File: src/rtl/sha_pkg.sv
// Package with types, constants and functions of the SHA-256 stream hasher
package sha_pkg;

   typedef struct packed {
      logic [7:0] data_byte;
      logic       byte_valid;
      logic       end_of_message;
   } req_type;

   typedef struct packed {
      logic [31:0] digest_word;
      logic [2:0]  word_index;
      logic        last_word;
   } rsp_type;

   // classified front-end entry
   typedef struct packed {
      logic [7:0] data_byte;
      logic       has_byte;
      logic       is_end;
   } cmd_type;

   localparam int QueueDepthDefault = 4;
   localparam logic [7:0] PadByte = 8'h80;
   localparam logic [5:0] LenPos = 6'd56;

   typedef logic [31:0] word_type;
   typedef word_type [7:0] hash_type;

   localparam hash_type InitHash = '{
      32'h5be0cd19, 32'h1f83d9ab, 32'h9b05688c, 32'h510e527f,
      32'ha54ff53a, 32'h3c6ef372, 32'hbb67ae85, 32'h6a09e667};

   localparam word_type [63:0] RoundK = '{
      32'hc67178f2, 32'hbef9a3f7, 32'ha4506ceb, 32'h90befffa,
      32'h8cc70208, 32'h84c87814, 32'h78a5636f, 32'h748f82ee,
      32'h682e6ff3, 32'h5b9cca4f, 32'h4ed8aa4a, 32'h391c0cb3,
      32'h34b0bcb5, 32'h2748774c, 32'h1e376c08, 32'h19a4c116,
      32'h106aa070, 32'hf40e3585, 32'hd6990624, 32'hd192e819,
      32'hc76c51a3, 32'hc24b8b70, 32'ha81a664b, 32'ha2bfe8a1,
      32'h92722c85, 32'h81c2c92e, 32'h766a0abb, 32'h650a7354,
      32'h53380d13, 32'h4d2c6dfc, 32'h2e1b2138, 32'h27b70a85,
      32'h14292967, 32'h06ca6351, 32'hd5a79147, 32'hc6e00bf3,
      32'hbf597fc7, 32'hb00327c8, 32'ha831c66d, 32'h983e5152,
      32'h76f988da, 32'h5cb0a9dc, 32'h4a7484aa, 32'h2de92c6f,
      32'h240ca1cc, 32'h0fc19dc6, 32'hefbe4786, 32'he49b69c1,
      32'hc19bf174, 32'h9bdc06a7, 32'h80deb1fe, 32'h72be5d74,
      32'h550c7dc3, 32'h243185be, 32'h12835b01, 32'hd807aa98,
      32'hab1c5ed5, 32'h923f82a4, 32'h59f111f1, 32'h3956c25b,
      32'he9b5dba5, 32'hb5c0fbcf, 32'h71374491, 32'h428a2f98};

   function automatic word_type rotr(input word_type x, input int n);
      rotr = (x >> n) | (x << (32 - n));
   endfunction

endpackage

File: src/rtl/sha_front.sv
// Front end: takes transactions, classifies them and queues commands
module sha_front #(
   parameter int QueueDepth = sha_pkg::QueueDepthDefault
) (
   input  logic             clock,
   input  logic             reset,
   input  logic             req_valid,
   output logic             req_stall,
   input  sha_pkg::req_type req_data,
   output logic             cmd_valid,
   input  logic             cmd_take,
   output sha_pkg::cmd_type cmd_data
);
   localparam int Aw = (QueueDepth > 1) ? $clog2(QueueDepth) : 1;

   sha_pkg::cmd_type    queue_ff [QueueDepth];
   logic [Aw-1:0]       wr_ptr_ff, wr_ptr_in, rd_ptr_ff, rd_ptr_in;
   logic [Aw:0]         count_ff, count_in;
   logic                push, pop, useful;

   assign useful    = req_data.byte_valid | req_data.end_of_message;
   assign req_stall = (count_ff == (Aw+1)'(QueueDepth));
   assign push      = req_valid & ~req_stall & useful;
   assign cmd_valid = (count_ff != '0);
   assign pop       = cmd_valid & cmd_take;
   assign cmd_data  = queue_ff[rd_ptr_ff];

   always_comb begin
      wr_ptr_in = wr_ptr_ff;
      rd_ptr_in = rd_ptr_ff;
      if (push) begin
         wr_ptr_in = (wr_ptr_ff == Aw'(QueueDepth - 1)) ? '0 : wr_ptr_ff + 1'b1;
      end
      if (pop) begin
         rd_ptr_in = (rd_ptr_ff == Aw'(QueueDepth - 1)) ? '0 : rd_ptr_ff + 1'b1;
      end
      count_in = count_ff + (Aw+1)'(push) - (Aw+1)'(pop);
   end

   always_ff @(posedge clock) begin
      if (reset) begin
         wr_ptr_ff <= '0;
         rd_ptr_ff <= '0;
         count_ff  <= '0;
      end else begin
         wr_ptr_ff <= wr_ptr_in;
         rd_ptr_ff <= rd_ptr_in;
         count_ff  <= count_in;
      end
   end

   always_ff @(posedge clock) begin
      if (push) begin
         queue_ff[wr_ptr_ff] <= '{data_byte: req_data.data_byte,
                                  has_byte: req_data.byte_valid,
                                  is_end: req_data.end_of_message};
      end
   end
endmodule

File: src/rtl/sha_back.sv
// Back end: block packing, padding, 64-round compression and digest output
module sha_back (
   input  logic             clock,
   input  logic             reset,
   input  logic             cmd_valid,
   output logic             cmd_take,
   input  sha_pkg::cmd_type cmd_data,
   output logic             rsp_valid,
   input  logic             rsp_stall,
   output sha_pkg::rsp_type rsp_data
);
   typedef enum logic [4:0] {
      ST_IDLE  = 5'b00001,
      ST_ROUND = 5'b00010,
      ST_FIN   = 5'b00100,
      ST_PAD   = 5'b01000,
      ST_OUT   = 5'b10000
   } state_type;

   state_type           state_ff, state_in;
   sha_pkg::word_type   blk_ff [16];
   sha_pkg::hash_type   h_ff, v_ff;
   logic [5:0]          fill_ff, rnd_ff;
   logic [60:0]         len_ff;
   logic                pend_end_ff, second_ff, len_next_ff;
   logic [2:0]          out_idx_ff;
   logic                out_valid_ff;
   sha_pkg::word_type   out_word_ff;
   logic                out_last_ff;
   logic [2:0]          out_widx_ff;
   logic                out_load;

   sha_pkg::word_type   w_cur, w_new, t1, t2, s0, s1;
   logic [63:0]         bits;

   assign bits = {len_ff, 3'b000};
   assign w_cur = (rnd_ff < 6'd16) ? blk_ff[rnd_ff[3:0]] : w_new;

   always_comb begin
      s0 = sha_pkg::rotr(blk_ff[1], 7) ^ sha_pkg::rotr(blk_ff[1], 18) ^ (blk_ff[1] >> 3);
      s1 = sha_pkg::rotr(blk_ff[14], 17) ^ sha_pkg::rotr(blk_ff[14], 19)
           ^ (blk_ff[14] >> 10);
      w_new = s1 + blk_ff[9] + s0 + blk_ff[0];
      t1 = v_ff[7] + (sha_pkg::rotr(v_ff[4], 6) ^ sha_pkg::rotr(v_ff[4], 11)
           ^ sha_pkg::rotr(v_ff[4], 25)) + ((v_ff[4] & v_ff[5]) ^ (~v_ff[4] & v_ff[6]))
           + sha_pkg::RoundK[rnd_ff] + w_cur;
      t2 = (sha_pkg::rotr(v_ff[0], 2) ^ sha_pkg::rotr(v_ff[0], 13)
           ^ sha_pkg::rotr(v_ff[0], 22)) + ((v_ff[0] & v_ff[1]) ^ (v_ff[0] & v_ff[2])
           ^ (v_ff[1] & v_ff[2]));
   end

   assign cmd_take  = (state_ff == ST_IDLE) && cmd_valid;
   assign out_load  = (state_ff == ST_OUT) && (!out_valid_ff || !rsp_stall);
   assign rsp_valid = out_valid_ff;
   assign rsp_data  = '{digest_word: out_word_ff, word_index: out_widx_ff,
                        last_word: out_last_ff};

   always_comb begin
      state_in = state_ff;
      unique case (state_ff)
         ST_IDLE:  ;
         ST_ROUND: if (rnd_ff == 6'd63) state_in = ST_FIN;
         ST_FIN:   ;
         ST_PAD:   ;
         ST_OUT:   ;
         default:  state_in = ST_IDLE;
      endcase
   end

   always_ff @(posedge clock) begin
      if (reset) begin
         state_ff     <= ST_IDLE;
         h_ff         <= sha_pkg::InitHash;
         fill_ff      <= '0;
         len_ff       <= '0;
         pend_end_ff  <= 1'b0;
         second_ff    <= 1'b0;
         len_next_ff  <= 1'b0;
         out_valid_ff <= 1'b0;
         out_idx_ff   <= '0;
         rnd_ff       <= '0;
         for (int i = 0; i < 16; i++) blk_ff[i] <= '0;
      end else begin
         out_valid_ff <= out_load || (out_valid_ff && rsp_stall);
         unique case (state_ff)
            ST_IDLE: begin
               if (cmd_valid) begin
                  pend_end_ff <= cmd_data.is_end;
                  if (cmd_data.has_byte) begin
                     blk_ff[fill_ff[5:2]] <= blk_ff[fill_ff[5:2]]
                        | (32'(cmd_data.data_byte) << (8 * (3 - fill_ff[1:0])));
                     fill_ff <= fill_ff + 6'd1;
                     len_ff  <= len_ff + 61'd1;
                  end
                  if (cmd_data.has_byte && fill_ff == 6'd63) begin
                     v_ff     <= h_ff;
                     rnd_ff   <= '0;
                     state_ff <= ST_ROUND;
                  end else if (cmd_data.is_end) begin
                     state_ff <= ST_PAD;
                  end
               end
            end
            ST_ROUND: begin
               v_ff <= {v_ff[6:4], v_ff[3] + t1, v_ff[2:0], t1 + t2};
               if (rnd_ff >= 6'd16) begin
                  for (int i = 0; i < 15; i++) blk_ff[i] <= blk_ff[i+1];
                  blk_ff[15] <= w_new;
               end else if (rnd_ff == 6'd15) begin
                  for (int i = 0; i < 15; i++) blk_ff[i] <= blk_ff[i];
               end
               rnd_ff   <= rnd_ff + 6'd1;
               state_ff <= state_in;
            end
            ST_FIN: begin
               for (int i = 0; i < 8; i++) h_ff[i] <= h_ff[i] + v_ff[i];
               for (int i = 0; i < 16; i++) blk_ff[i] <= '0;
               if (second_ff) begin
                  second_ff  <= 1'b0;
                  out_idx_ff <= '0;
                  state_ff   <= ST_OUT;
               end else if (pend_end_ff || len_next_ff) begin
                  len_next_ff <= 1'b0;
                  state_ff    <= ST_PAD;
               end else begin
                  state_ff <= ST_IDLE;
               end
            end
            ST_PAD: begin
               // pad byte goes in only once; the length block may follow a spill block
               if (!pend_end_ff) begin
                  blk_ff[14] <= bits[63:32];
                  blk_ff[15] <= bits[31:0];
                  second_ff  <= 1'b1;
                  v_ff       <= h_ff;
                  rnd_ff     <= '0;
                  state_ff   <= ST_ROUND;
               end else begin
                  pend_end_ff <= 1'b0;
                  blk_ff[fill_ff[5:2]] <= blk_ff[fill_ff[5:2]]
                     | (32'(sha_pkg::PadByte) << (8 * (3 - fill_ff[1:0])));
                  if (fill_ff >= sha_pkg::LenPos) begin
                     len_next_ff <= 1'b1;
                     v_ff        <= h_ff;
                     rnd_ff      <= '0;
                     state_ff    <= ST_ROUND;
                  end
               end
               fill_ff <= '0;
            end
            ST_OUT: begin
               if (out_load) begin
                  out_word_ff  <= h_ff[out_idx_ff];
                  out_widx_ff  <= out_idx_ff;
                  out_last_ff  <= (out_idx_ff == 3'd7);
                  out_idx_ff   <= out_idx_ff + 3'd1;
                  if (out_idx_ff == 3'd7) begin
                     h_ff     <= sha_pkg::InitHash;
                     len_ff   <= '0;
                     state_ff <= ST_IDLE;
                  end
               end
            end
            default: state_ff <= ST_IDLE;
         endcase
      end
   end
endmodule

File: src/rtl/sha256_stream_hasher.sv
// Top level of the byte-stream SHA-256 hasher
// channel | ports           | payload
// input   | req_valid/stall | data_byte, byte_valid, end_of_message
// output  | rsp_valid/stall | digest_word, word_index, last_word
// Bytes are taken only while the core is idle; a full block adds 64 rounds and the final addition.
// An end of message adds two padding steps and one or two compressions,
// then eight digest words, one a cycle while not stalled.
// Reset restores the initial hash; a queue decouples input from the core.
module sha256_stream_hasher #(
   parameter int QueueDepth = sha_pkg::QueueDepthDefault
) (
   input  logic             clock,
   input  logic             reset,
   input  logic             req_valid,
   output logic             req_stall,
   input  sha_pkg::req_type req_data,
   output logic             rsp_valid,
   input  logic             rsp_stall,
   output sha_pkg::rsp_type rsp_data
);
   logic             cmd_valid, cmd_take;
   sha_pkg::cmd_type cmd_data;

   sha_front #(.QueueDepth(QueueDepth)) u_front (
      .clock, .reset, .req_valid, .req_stall, .req_data,
      .cmd_valid, .cmd_take, .cmd_data);

   sha_back u_back (
      .clock, .reset, .cmd_valid, .cmd_take, .cmd_data,
      .rsp_valid, .rsp_stall, .rsp_data);
endmodule

File: config.mk
export PLATFORM = sky130hd
export DESIGN_NAME = sha256_stream_hasher
export DESIGN_NICKNAME = d
export VERILOG_FILES = /design/src/rtl/sha_pkg.sv /design/src/rtl/sha_front.sv /design/src/rtl/sha_back.sv /design/src/rtl/sha256_stream_hasher.sv
export SDC_FILE = /design/constraint.sdc
export NUM_CORES = 2
export LEC_CHECK = 0
export BUFFER_PORTS_ARGS = -buffer_cell sky130_fd_sc_hd__buf_2
export CAP_MARGIN = 20
export CORE_UTILIZATION = 35
export DETAILED_ROUTE_END_ITERATION = 8
export MAX_ROUTING_LAYER = met4
export PLACE_DENSITY = 0.51
export RECOVER_POWER = 25
export SETUP_SLACK_MARGIN = 0.05
export SLEW_MARGIN = 20
export SYNTH_ARGS = -nofsm -noshare
export SYNTH_HDL_FRONTEND = slang
export SYNTH_SLANG_ARGS = --single-unit
File: constraint.sdc
create_clock -name clock -period 14.2 [get_ports clock]
set_input_delay 2.84 -clock clock [delete_from_list [all_inputs] [get_ports clock]]
set_output_delay 2.84 -clock clock [all_outputs]
set_load 0.005 [all_outputs]
=== Yosys cells after proc, flatten, opt, wreduce, memory -nomap -nowiden ===
Memories as Yosys holds them, arrays and structs flattened. A register that Yosys moved wholly into a read port is not among the register bits.
Cells that the tools add are included.

* Bits in read-only memories: 2048
* Output and inout port bits: 38
* Word-level logic and storage cells: 346
* Memories: 3
* Bits in latches: 0
* Input bits: 14
* Bits in registers: 640
* Bits in writable memories: 552

* Divide/modulo/power cells: 0
* Shift operators: 2
* $add $sub $neg: 27
* Magnitude comparators: 5
* Muxes and demuxes: 140
* Bitwise gates (word level): 85
* Reductions and logical operators: 27
* Equality and inequality tests: 26
* $mul: 0

{| class="wikitable"
|+ Memory list
! memory !! depth !! bits a word !! rd ports !! clocked after memory_dff !! write ports !! RTL line !! source
|-
| (no name shown) || 64 || 32 || 1 || 1 || 0 || sha_back.sv:46 || <nowiki>+ sha_pkg::RoundK[rnd_ff] + w_cur;</nowiki>
|-
| u_back.blk_ff || 16 || 32 || 18 || 2 || 16 || sha_back.sv:21 || <nowiki>sha_pkg::word_type blk_ff [16];</nowiki>
|-
| u_front.queue_ff || 4 || 10 || 1 || 1 || 1 || sha_front.sv:16 || <nowiki>sha_pkg::cmd_type queue_ff [QueueDepth];</nowiki>
|}

{| class="wikitable"
|+ Operators by type and width
! kind !! count
|-
| $mux W32 || 54
|-
| $mux W256 || 6
|-
| $pmux W256 S3 || 1
|-
| $add A32 B32 Y32 || 18
|-
| $pmux W256 S2 || 1
|-
| $xor A32 B32 Y32 || 9
|-
| $mux W61 || 4
|-
| $and A32 B32 Y32 || 5
|-
| $pmux W61 S2 || 1
|-
| $bmux W32 S3 || 1
|-
| $or A32 B32 Y32 || 2
|-
| $add A61 B1 Y61 const B || 1
|-
| $or A1 B1 Y1 || 51
|-
| $mux W6 || 8
|-
| $mux W5 || 9
|-
| $mux W1 || 36
|-
| $not A32 Y32 || 1
|-
| $or A10 B32 Y32 || 1
|-
| $or A13 B32 Y32 || 1
|-
| $or A14 B32 Y32 || 1
|-
| $or A15 B32 Y32 || 1
|-
| $or A19 B32 Y32 || 1
|-
| $or A21 B32 Y32 || 1
|-
| $or A25 B32 Y32 || 1
|-
| other kinds (52) || 97
|}

=== Logic depth before layout (Yosys ltp) ===
An unclocked memory read counts as a cell.

* Depth after elaboration: 11
* Gate-level depth with buffers: 45
* Gate-level depth less buffers: 44

=== Cells and area by module ===
From an unflattened synthesis, not the netlist that was laid out.

* Cell total of the unflattened synthesis: 8842
* Area total of the unflattened synthesis: 86828.3 um^2

{| class="wikitable"
|+ Modules (own cells, without submodules)
! module !! cells an instance !! seq. area each (um^2) !! area each (um^2) !! instances
|-
| sha_back || 8738 || 31770.5 || 84892.7 || 1
|-
| sha_front || 104 || 1381.3 || 1935.6 || 1
|}

=== Least setup slack after synthesis ===
No wires, ideal clock.

* Path type: input to register
* Start: in reset
* End: reg u_back.v_ff[0] (netlist bit) (enable)
* Data arrival time: 14.256 ns
* Setup slack: -0.935 ns
* Required time: 13.321 ns
* Stages: 5
* Library setup time: 0.879 ns
* Buffers on the path: 4
* Cells stage by stage: clkbuf_1 clkbuf_1 clkbuf_1 clkbuf_1 nor2_1

* Longest elaborated chain between the ends: 2

{| class="wikitable"
|+ RTL lines
! item !! RTL line !! source
|-
| from (decl) || sha256_stream_hasher.sv:13 || <nowiki>input logic reset,</nowiki>
|-
| $not A1 Y1 (no line) || -- ||
|-
| $reduce_and A5 Y1 (no line) || -- ||
|-
| to (signal assigned) || sha_back.sv:105 || <nowiki>v_ff <= {v_ff[6:4], v_ff[3] + t1, v_ff[2:0], t1 + t2};</nowiki>
|-
| to (decl) || sha_back.sv:22 || <nowiki>sha_pkg::hash_type h_ff, v_ff;</nowiki>
|}

Every way passes these cells.
A chain may end at the register's enable or synchronous reset.

==> reports/metrics.yaml <==
antenna_left: 0
async_flop_share_pct: 0
htree_num_levels: 4
globalRoute.totalOverflow: 0
track_usage_pct: 28.0
ys_warn_count: 0
io_pins: 52
finalWeightedCongestion: 0.971
path_buf_inv: 5
cp_top_family: "compound AO/OA/AOI/OAI gates"
grt_use_met2_pct: 44.2
synth_most_common_cell: "nand2_1"
synthFlopType: "edfxtp_1"
worstSkewPairLatency_ns: 0.83
clock.fmax_mhz: 88.8
synth_edf_count: 844
drc: 0
hpwl_um: 235000
min_from: "u_front.rd_ptr_ff[1]"
drt-wirelength-per-cell_um: 29.0
yosys.area_share.simple_pct: 12.6
yosys-top-cells-area: "edfxtp_1 30%, mux4_2 10%, dfxtp_1 9.2%, nand2_1 6.1%, ha_1 5.9%"
hold_buffers: 0
synth_largest_area_cell: "edfxtp_1"
grt_use_met3_pct: 4.36
rsz0062_at_grt: "false"
cts_max_path_buffers: 3
synth_area_um2: 85200
synthCells: 8575
die-area_um2: 245000
drt_iter0_drc: 7387
synth_mux_area_share_pct: 11.6
grt_pass1_vias: 67005
synthXorXnorAreaFrac_pct: 6.51
start_util_pct: 35.3
synth_top_area_share_pct: 29.8
startpoint_type: "flop"
synth-seq-cells: 1234
area_growth_pct: 9.73
top_usage_layer: "met2"
critPathKind: "reg -> reg"
synthTopCellsByCount: "1376 x nand2_1, 844 x edfxtp_1, 831 x o21ai_0"
worstPathRequired_ns: 14.72
crit_start: "u_back.blk_ff[1][9]"
hp-class: "reg -> reg"
arrival_ns: 11.78
drv_cap: 17
r2r-start: "u_back.blk_ff[1][9]"
numCtsBuffers: 147
synth_top_family_by_area: "compound AO/OA/AOI/OAI gates"
cts_resized: 0
num_rows: 180
setup_tns_ns: 0
finalClockSkew_ns: 0.0390
drv_slew: 857
die_w_um: 495
met1_usage_pct: 35.2
worstMarginPinSlew_ns: 9.14
cp_slowest_cell: "a2111oi_1"
synth.distinct_cells: 96
crit_fanout: 6
clk_pin_slew_worst_paths_ns: 0.06
maxSlewHeadroom_pct: -509
setup_viol: 0
post-route-min-period_ns: 11.26
dr.pass1.iters: 8
nets: 8927
ys_seq_area_share_pct: 38.9
worstSetupEndpointType: "flop"
via_per_inst: 5.98
synth_nets: 9186
hold_viol_final: 0
drive_above_1_share_pct: 10.9
wl_um: 338000
status: "complete, but fails checks"
die_height_um: 495
dr_total_vias: 69545
post-cts-setup-buffers: 0
port_buffers: 51
grt_max_degree: 185
synth-compound-area-share_pct: 15.4
violations: "capacitance limit, slew limit"
cp_slowest_stage_delay_ns: 0.79
tritoncts: "built"
finalCritPeriodShare_pct: 79.3
grt_first_pass_wirelength_um: 485000
coreArea_um2: 241000
antenna_found_initial: 16
cts_sinks: 1234
cts-root-buf: "clkbuf_16"
avgSynthCellArea_um2: 9.93
synth_fa_ha_area_share_pct: 10.7
==> routing by layer <==
| layer | up-vias | share of wire (%) |
|---|---|---|
| met2 | 3282 | 47 |
| met1 | 34946 | 40 |
| met3 | 659 | 7.5 |
| met5 | - | 0 |
| met4 | 0 | 5.3 |
| li1 | 30658 | - |
==> flip-flops by register name, summed over array words and instances (netlist names), 3 cells and up, named ones only <==
register / cells
u_back.fill_ff: 6
u_back.out_widx_ff: 3
u_back.out_word_ff: 32
u_back.blk_ff: 512
u_back.v_ff: 256
u_front.queue_ff: 40
u_front.count_ff: 3
u_back.out_idx_ff: 3
u_back.state_ff: 5
u_back.rnd_ff: 6
u_back.h_ff: 256
u_back.len_ff: 61
==> logic make-up after synthesis <==
logic type | count (synthesis)
AO/OA/AOI/OAI | 2151
XOR/XNOR | 633
adder cells (fa/ha/maj) | 615
buffers and inverters | 964
flip-flops | 1234
multiplexers | 492
AND/OR/NAND/NOR | 2486
==> worst register-to-register path, delay by kind of cell (launching register included) <==
kind,cells,cell delay (ns)
AO/OA/AOI/OAI,17,4.14
flip-flops,1,0.56
AND/OR/NAND/NOR,7,1.17
XOR/XNOR,5,0.89
buffers and inverters,5,0.33
adder cells (fa/ha/maj),8,3.46
multiplexers,1,0.42
==> placed cells by master (no fill, tap or decap), types with 26 or more instances in the layout <==
cell / count
clkinv_1: 29
buf_2: 41
fa_1: 196
nor2b_1: 43
mux4_2: 393
nand4_1: 46
o22ai_1: 99
dfxtp_1: 380
xnor2_1: 408
buf_4: 117
xor2_1: 225
nand2b_1: 56
mux2i_1: 66
a31oi_1: 38
clkbuf_1: 57
a221oi_1: 74
a21oi_1: 469
or3_1: 39
a211oi_1: 32
nor3_1: 73
and3_1: 41
o21ai_0: 830
nand3_1: 237
nand2_1: 1356
inv_1: 361
a21o_1: 179
clkbuf_16: 150
mux2_1: 26
o21bai_1: 43
o21a_1: 60
ha_1: 401
nor2_1: 446
edfxtp_1: 844
o211ai_1: 45
a22oi_1: 67
==> per-stage QoR <==
| step | hold slack (ns) | area (um^2) | std cells | setup slack (ns) | util, % |
|---|---|---|---|---|---|
| 2_1_floorplan | 0.435 | 85200 | 8575 | 3.43 | - |
| 6_report | 0.494 | 93400 | 11636 | 2.94 | 38.7 |
| 3_5_place_dp | 0.479 | 88500 | 11347 | 3.11 | 36.7 |
| 4_1_cts | 0.493 | 93400 | 11622 | 3.05 | 38.7 |
| 3_3_place_gp | 0.472 | 88500 | 11347 | 2.77 | 36.7 |
| 5_1_grt | 0.522 | 93400 | 11632 | 2.31 | 38.7 |
==> final timing paths <==
path / end / slack (ns) / cells past startpoint
max reg2reg: u_back.v_ff[29] / 2.94 / 43
min: flop / 0.49 / 2
min reg2reg: flop / 0.49 / 2
max: u_back.v_ff[29] / 2.94 / 43
==> layout make-up <==
cell class	instances	area, um^2
repair buffers	191	1300
inverters	365	1370
fillers	23550	148000
well taps	3185	3990
flip-flops and latches	1234	33200
multi-input cells	6377	48700
diodes	9	22.5
clock buffers	192	4020
clock inverters	83	868
Power is not shown: default switching activity piles up to over one toggle a cycle in this logic, so the estimate is an artifact.
